### src/design/rsfh_pkg.sv
// ============================================================================
// rsfh_pkg
// Shared widths, register indexes and payload types of the ray/sphere
// first-hit pipeline.
// ============================================================================
package rsfh_pkg;

  // field widths
  localparam int COORD_WIDTH  = 32;
  localparam int DIR_WIDTH    = 16;
  localparam int RADIUS_WIDTH = COORD_WIDTH - 1;
  localparam int TOL_WIDTH    = 16;

  // internal fixed-point formats
  localparam int UNIT_FRAC = 30;  // unit direction fraction bits
  localparam int LEN_EXTRA = 15;  // extra fraction bits of the length root

  // configuration port
  localparam int CFG_INDEX_WIDTH = 3;
  localparam int CFG_DATA_WIDTH  = COORD_WIDTH;

  localparam logic [CFG_INDEX_WIDTH-1:0] REG_CENTER_X  = 3'd0;
  localparam logic [CFG_INDEX_WIDTH-1:0] REG_CENTER_Y  = 3'd1;
  localparam logic [CFG_INDEX_WIDTH-1:0] REG_CENTER_Z  = 3'd2;
  localparam logic [CFG_INDEX_WIDTH-1:0] REG_RADIUS    = 3'd3;
  localparam logic [CFG_INDEX_WIDTH-1:0] REG_TOLERANCE = 3'd4;

  // derived datapath widths
  localparam int VEC_W   = COORD_WIDTH + 1;              // origin - center
  localparam int N2_W    = 2 * DIR_WIDTH;                // |d|^2
  localparam int SQ1_XW  = N2_W + 2 * LEN_EXTRA;         // length root operand
  localparam int LEN_W   = SQ1_XW / 2;                   // length root
  localparam int NUM_W   = DIR_WIDTH + UNIT_FRAC + LEN_EXTRA + 1;
  localparam int QUO_W   = UNIT_FRAC + 2;                // unit component magnitude
  localparam int UNIT_W  = QUO_W + 1;                    // signed unit component
  localparam int PROD_W  = VEC_W + UNIT_W;
  localparam int SUM_W   = PROD_W + 2;
  localparam int RR_W    = 2 * RADIUS_WIDTH;
  localparam int P_W     = SUM_W - UNIT_FRAC;            // projection
  localparam int PP_W    = 2 * P_W;
  localparam int DQ_W    = PP_W + 1;                     // quarter discriminant
  localparam int SQ2_XW  = 2 * (VEC_W);                  // discriminant root operand
  localparam int ROOT2_W = SQ2_XW / 2;
  localparam int T_W     = P_W + 1;                      // ray parameter
  localparam int M_W     = UNIT_W + T_W;
  localparam int H_W     = M_W - UNIT_FRAC + 1;          // unsaturated point

  typedef struct packed {
    logic signed [COORD_WIDTH-1:0] origin_x;
    logic signed [COORD_WIDTH-1:0] origin_y;
    logic signed [COORD_WIDTH-1:0] origin_z;
    logic signed [DIR_WIDTH-1:0]   dir_x;
    logic signed [DIR_WIDTH-1:0]   dir_y;
    logic signed [DIR_WIDTH-1:0]   dir_z;
  } ray_t;

  typedef struct packed {
    logic                          hit;
    logic signed [COORD_WIDTH-1:0] hit_x;
    logic signed [COORD_WIDTH-1:0] hit_y;
    logic signed [COORD_WIDTH-1:0] hit_z;
  } hit_t;

endpackage

### src/design/rsfh_isqrt.sv
// ============================================================================
// rsfh_isqrt
// Pipelined integer square root, one root bit per stage, with sideband.
// ============================================================================
module rsfh_isqrt import rsfh_pkg::*; #(
  parameter int XW     = SQ1_XW,
  parameter int SIDE_W = 1
) (
  input  logic              clk,
  input  logic              rst,
  input  logic              en,
  input  logic              in_valid,
  input  logic [XW-1:0]     in_x,
  input  logic [SIDE_W-1:0] in_side,
  output logic              out_valid,
  output logic [XW/2-1:0]   out_root,
  output logic [SIDE_W-1:0] out_side
);

  localparam int RW    = XW / 2;
  localparam int REM_W = RW + 2;

  typedef struct packed {
    logic [REM_W-1:0] rem;
    logic [RW-1:0]    root;
    logic [XW-1:0]    x;
  } sq_st_t;

  // one digit-recurrence step: bring in two operand bits, try root bit 1
  function automatic sq_st_t sq_step(input sq_st_t s);
    logic [REM_W-1:0] rs;
    logic [REM_W-1:0] tr;
    sq_st_t           r;
    rs  = {s.rem[REM_W-3:0], s.x[XW-1 -: 2]};
    tr  = {s.root, 2'b01};
    r.x = {s.x[XW-3:0], 2'b00};
    if (rs >= tr) begin
      r.rem  = rs - tr;
      r.root = {s.root[RW-2:0], 1'b1};
    end else begin
      r.rem  = rs;
      r.root = {s.root[RW-2:0], 1'b0};
    end
    return r;
  endfunction

  logic [RW-1:0]     vld;
  sq_st_t            st   [RW];
  sq_st_t            st_next [RW];
  logic [SIDE_W-1:0] side [RW];
  sq_st_t            st_in;

  // stage logic
  always_comb begin
    st_in.rem  = '0;
    st_in.root = '0;
    st_in.x    = in_x;
    st_next[0] = sq_step(st_in);
    for (int k = 1; k < RW; k++) begin
      st_next[k] = sq_step(st[k-1]);
    end
  end

  // valid chain
  always_ff @(posedge clk) begin
    if (rst) begin
      vld <= '0;
    end else if (en) begin
      vld <= {vld[RW-2:0], in_valid};
    end
  end

  // stage registers
  always_ff @(posedge clk) begin
    if (en) begin
      side[0] <= in_side;
      for (int k = 0; k < RW; k++) begin
        st[k] <= st_next[k];
      end
      for (int k = 1; k < RW; k++) begin
        side[k] <= side[k-1];
      end
    end
  end

  assign out_valid = vld[RW-1];
  assign out_root  = st[RW-1].root;
  assign out_side  = side[RW-1];

endmodule

### config.mk
export PLATFORM = sky130hd
export DESIGN_NAME = rsfh_isqrt
export DESIGN_NICKNAME = d
export VERILOG_FILES = /design/src/design/rsfh_pkg.sv /design/src/design/rsfh_isqrt.sv
export SDC_FILE = /design/constraint.sdc
export NUM_CORES = 2
export LEC_CHECK = 0
export BUFFER_PORTS_ARGS = -buffer_cell sky130_fd_sc_hd__buf_2
export CORE_MARGIN = 10
export CORE_UTILIZATION = 35
export DETAILED_ROUTE_END_ITERATION = 7
export PLACE_DENSITY = 0.48
export SYNTH_ARGS = -nofsm -noshare
export SYNTH_HDL_FRONTEND = slang
export SYNTH_SLANG_ARGS = --single-unit
### constraint.sdc
create_clock -name clk -period 3.8 [get_ports clk]
set_clock_uncertainty 0.1 [all_clocks]
set_input_delay 0.38 -clock clk [delete_from_list [all_inputs] [get_ports clk]]
set_output_delay 0.38 -clock clk [all_outputs]
set_load 0.05 [all_outputs]
==> key figures <==
Status
  – Status: finished clean

Yosys
  – Yosys warns: 0
  – Seq cells post-synth: 2375
  – Number of synthesized flops with an enable pin: 2344
  – Seq/Total Area, Yosys: between 60% and 70%
  – Syn Nets: roughly 9100
  – Synth unique cells: 95
  – Dominant synthesized flop cell: edfxtp_1
  – Asr flop ratio synth: 0%
  – Syn Std Cell Area: between 0.1 and 0.15 mm²
  – Syn Inst Count: between 8000 and 9000
  – Mapped Avg Cell Area: 12.9 µm²

Global routing
  – Met1 Usage GRT: between 10% and 20%
  – Grt ovf: 0
  – Vias in the first global route: roughly 66000
  – Initial antenna violation count: 4
  – Met2 usage: 23.9%
  – GRT Overall Usage: 13.8%
  – GRT busiest layer: met2
  – Met3 GRT Util: about 1.9%
  – Largest net degree at the start of global routing: around 180
  – First-pass GRT wire length: roughly 380 mm

Place
  – Gpl congestion: between 0.8 and 0.9
  – DP Wirelength: about 180 mm
  – Post-placement cell count: 12800
  – Pre-CTS WS: -50.3 ps
  – IO buf count: just under 100

STA
  – Setup tns final: 0 ps
  – Final worst setup slack: about 170 ps
  – Worst-Margin Slew: 1180 ps
  – Slew Limit Fails: 0
  – Final hold violation count: 0
  – Final setup vio count: 0
  – Relative slew slack: about a fifth
  – Final Critical Period: approximately 3600 ps
  – Fin crit share: between 90% and 100%
  – WHS: roughly 110 ps
  – Fmax: ~280 MHz

CTS
  – Clock tree buffer depth: 4
  – Clk sink count: ~2400
  – CTS tree: done
  – CTS Buf Count: between 200 and 300
  – Reg clk slew, reported paths: 60 ps
  – CTS root buf: clkbuf_16
  – H-tree depth: 5
  – Skew-Pair Late Insertion Delay: 880 ps

Floorplanning
  – Die height: between 500 and 600 µm
  – Initial core utilization: a little over a third
  – Core Box Area: between 0.3 and 0.4 mm²
  – # rows: between 200 and 250
  – Die ar.: approximately 0.34 mm²
  – Chip width: 581 µm
  – I/O Pins: 100

Finish
  – Nets@finish: between 9000 and 10000
  – Final Non-Filler Cells: approximately 13000
  – Share of cells above drive strength 1: under 10%
  – Area delta synth->final: 15.3%

Power
  – Worst vdd ir: about 0.34 mV
  – PwrDens: about 620 mW/mm²
  – PnR Total Power: 78.8 mW
  – Leak: about 48 nW

Flow run
  – Max cap viols: 0

Worst setup path
  – Setup crit end kind: flop
  – CP Class: flop to flop
  – Flop2flop setup slack: between 150 and 200 ps
  – Startpoint types: flop
  – Arrival time worst endpoint: approximately 4100 ps
  – CP required: between 4000 and 5000 ps
  – Max Fanout on Critical Path: 10

Routing
  – Drt pass-1 iters: 6
  – Via count: 66000
  – Wire per inst: 18.2 µm
  – Routed WL: 242 mm
  – DRC: 0
  – DRT antenna net count: 0
  – 1st-iter DRT viols: 4285
  – Drt via density: around 5.0

Hold path
  – Type of the most critical hold path: primary input to flop
[placed cells by master (no fill, tap or decap), types with 30 or more instances in the layout]
master and count:
clkbuf_16 286, clkbuf_1 50, and3_1 34, xnor2_1 354
nand2_1 540, dfxtp_1 31, clkinv_2 36, xor2_1 376
nor3_1 202, dlygate4sd3_1 68, a31oi_1 51, or4_1 57
or2_2 34, nand2b_1 85, nor2_1 565, mux2i_1 38
clkinv_1 57, buf_2 98, ha_1 528, nand3_1 129
o31ai_1 63, a21oi_1 490, nand4_1 95, a21o_1 239
inv_1 658, buf_12 30, o21a_1 96, a21boi_0 31
and2_1 40, nor2b_1 75, mux2_2 58, nor4_1 106
o21ai_0 459, edfxtp_1 2344, or3_1 78, o21bai_1 50
a211oi_1 39, buf_4 213
[registers in the layout, indices dropped and copies added, names as in the netlist]
| register | cells |
|---|---|
| side | 31 |
| st | 2313 |
| vld | 31 |
[layout make-up]
| cell class | count | area, µm² |
|---|---|---|
| fillers | 29200 | 186000 |
| flip-flops and latches | 2375 | 71000 |
| multi-input cells | 5246 | 35700 |
| clock buffers | 338 | 7370 |
| well taps | 4140 | 5180 |
| repair buffers | 410 | 3380 |
| inverters | 664 | 2490 |
| clock inverters | 149 | 1660 |
| diodes | 2 | 5.00 |
[power by group]
part | internal, mW | total [mW] | switching, mW
registers | 33.3 | 35.5 | 2.27
logic | 7.18 | 16.9 | 9.68
clock network | 15.7 | 26.4 | 10.7
total | 56.1 | 78.8 | 22.7
[through the flow]
stage | utilization, % | area, µm²
finish | 40.6 | 127000
global route | 40.6 | 127000
CTS | 40.6 | 127000
detailed placement | 37.5 | 117000
global placement | 37.5 | 117000
floorplan | - | 110000
[cells by family (layout without fill, tap and decap cells)]
family	count (synthesis)	after routing	share of synthesized area (%)
flip-flops	2375	2375	64.5
AND/OR/NAND/NOR	2158	2158	9.70
AO/OA/AOI/OAI	1733	1733	9.85
buffers and inverters	881	1561	3.15
XOR/XNOR	730	730	5.81
adder cells (fa/ha/maj)	528	528	6.01
multiplexers	96	96	0.939
other	1	3	0.00341
[cell usage after synthesis, types with 14 or more instances]
cell type  count  area share, %
a31oi_1       53           0.30
nand4_1       95           0.54
nand2b_1      85           0.48
o21bai_1      50           0.34
nor3b_1       20           0.14
xor2_1       376            3.0
dfxtp_1       31           0.56
or2_2         34           0.19
ha_1         528            6.0
nor2_1       566            1.9
xnor2_1      354            2.8
nand4b_1      17           0.14
o21ai_0      460            2.1
a21o_1       239            1.6
nand3b_1      15           0.10
o211ai_1      22           0.15
and3_1        34           0.19
nor3_1       205           0.93
a211o_1       16           0.13
o21a_1        96           0.66
and2_1        40           0.23
or3_1         78           0.44
and4_1        18           0.14
mux2i_1       38           0.35
o41ai_1       14           0.11
a31o_2        14           0.11
a21oi_1      495            2.3
nor2b_1       75           0.43
inv_1        659            2.2
clkbuf_1     160           0.55
a21boi_0      32           0.22
a211oi_1      42           0.29
nand3_1      130           0.59
or4_1         57           0.39
nor4_1       108           0.61
buf_4         34           0.23
o31ai_1       66           0.45
mux2_2        58           0.59
nand2_1      540            1.8
edfxtp_1    2344             64
[final timing paths]
| kind | start | to | cells after the start |
|---|---|---|---|
| worst max register to register | st[0][479]$_DFFE_PP_ | st[0][588]$_DFFE_PP_ | 8 |
| worst max-delay path | st[0][479]$_DFFE_PP_ | st[0][588]$_DFFE_PP_ | 8 |
| worst min-delay path | in_x[47] | st[0][47]$_DFFE_PP_ | 2 |
| worst min register to register | st[0][545]$_DFFE_PP_ | st[0][671]$_DFFE_PP_ | 0 |
[per-layer routing]
metal  part of all wire [%]  wire length, µm  up-vias
met3                    3.7             8840      419
li1                       -                -    32400
met5                 0.0054               13        -
met4                    3.0             7250        2
met1                     45           108000    32000
met2                     49           118000     1181
[what timing repair did]
| action | CTS | global route |
|---|---|---|
| hold endpoints to repair | 133 | 0 |
| buffers inserted | 0 | 1 |
| hold buffers | 68 | 0 |
| endpoints found under the setup margin | 8 | 49 |
| resized for setup | 3 | 19 |
[critical path: stages (launching register included)]
cell	delay, ps
edfxtp_1	470
or4_1	590
or4_1	560
a2111oi_2	340
inv_1	120
nor4_1	350
buf_4	240
inv_1	80
a21oi_1	490
(Power assumes the default switching activity.)
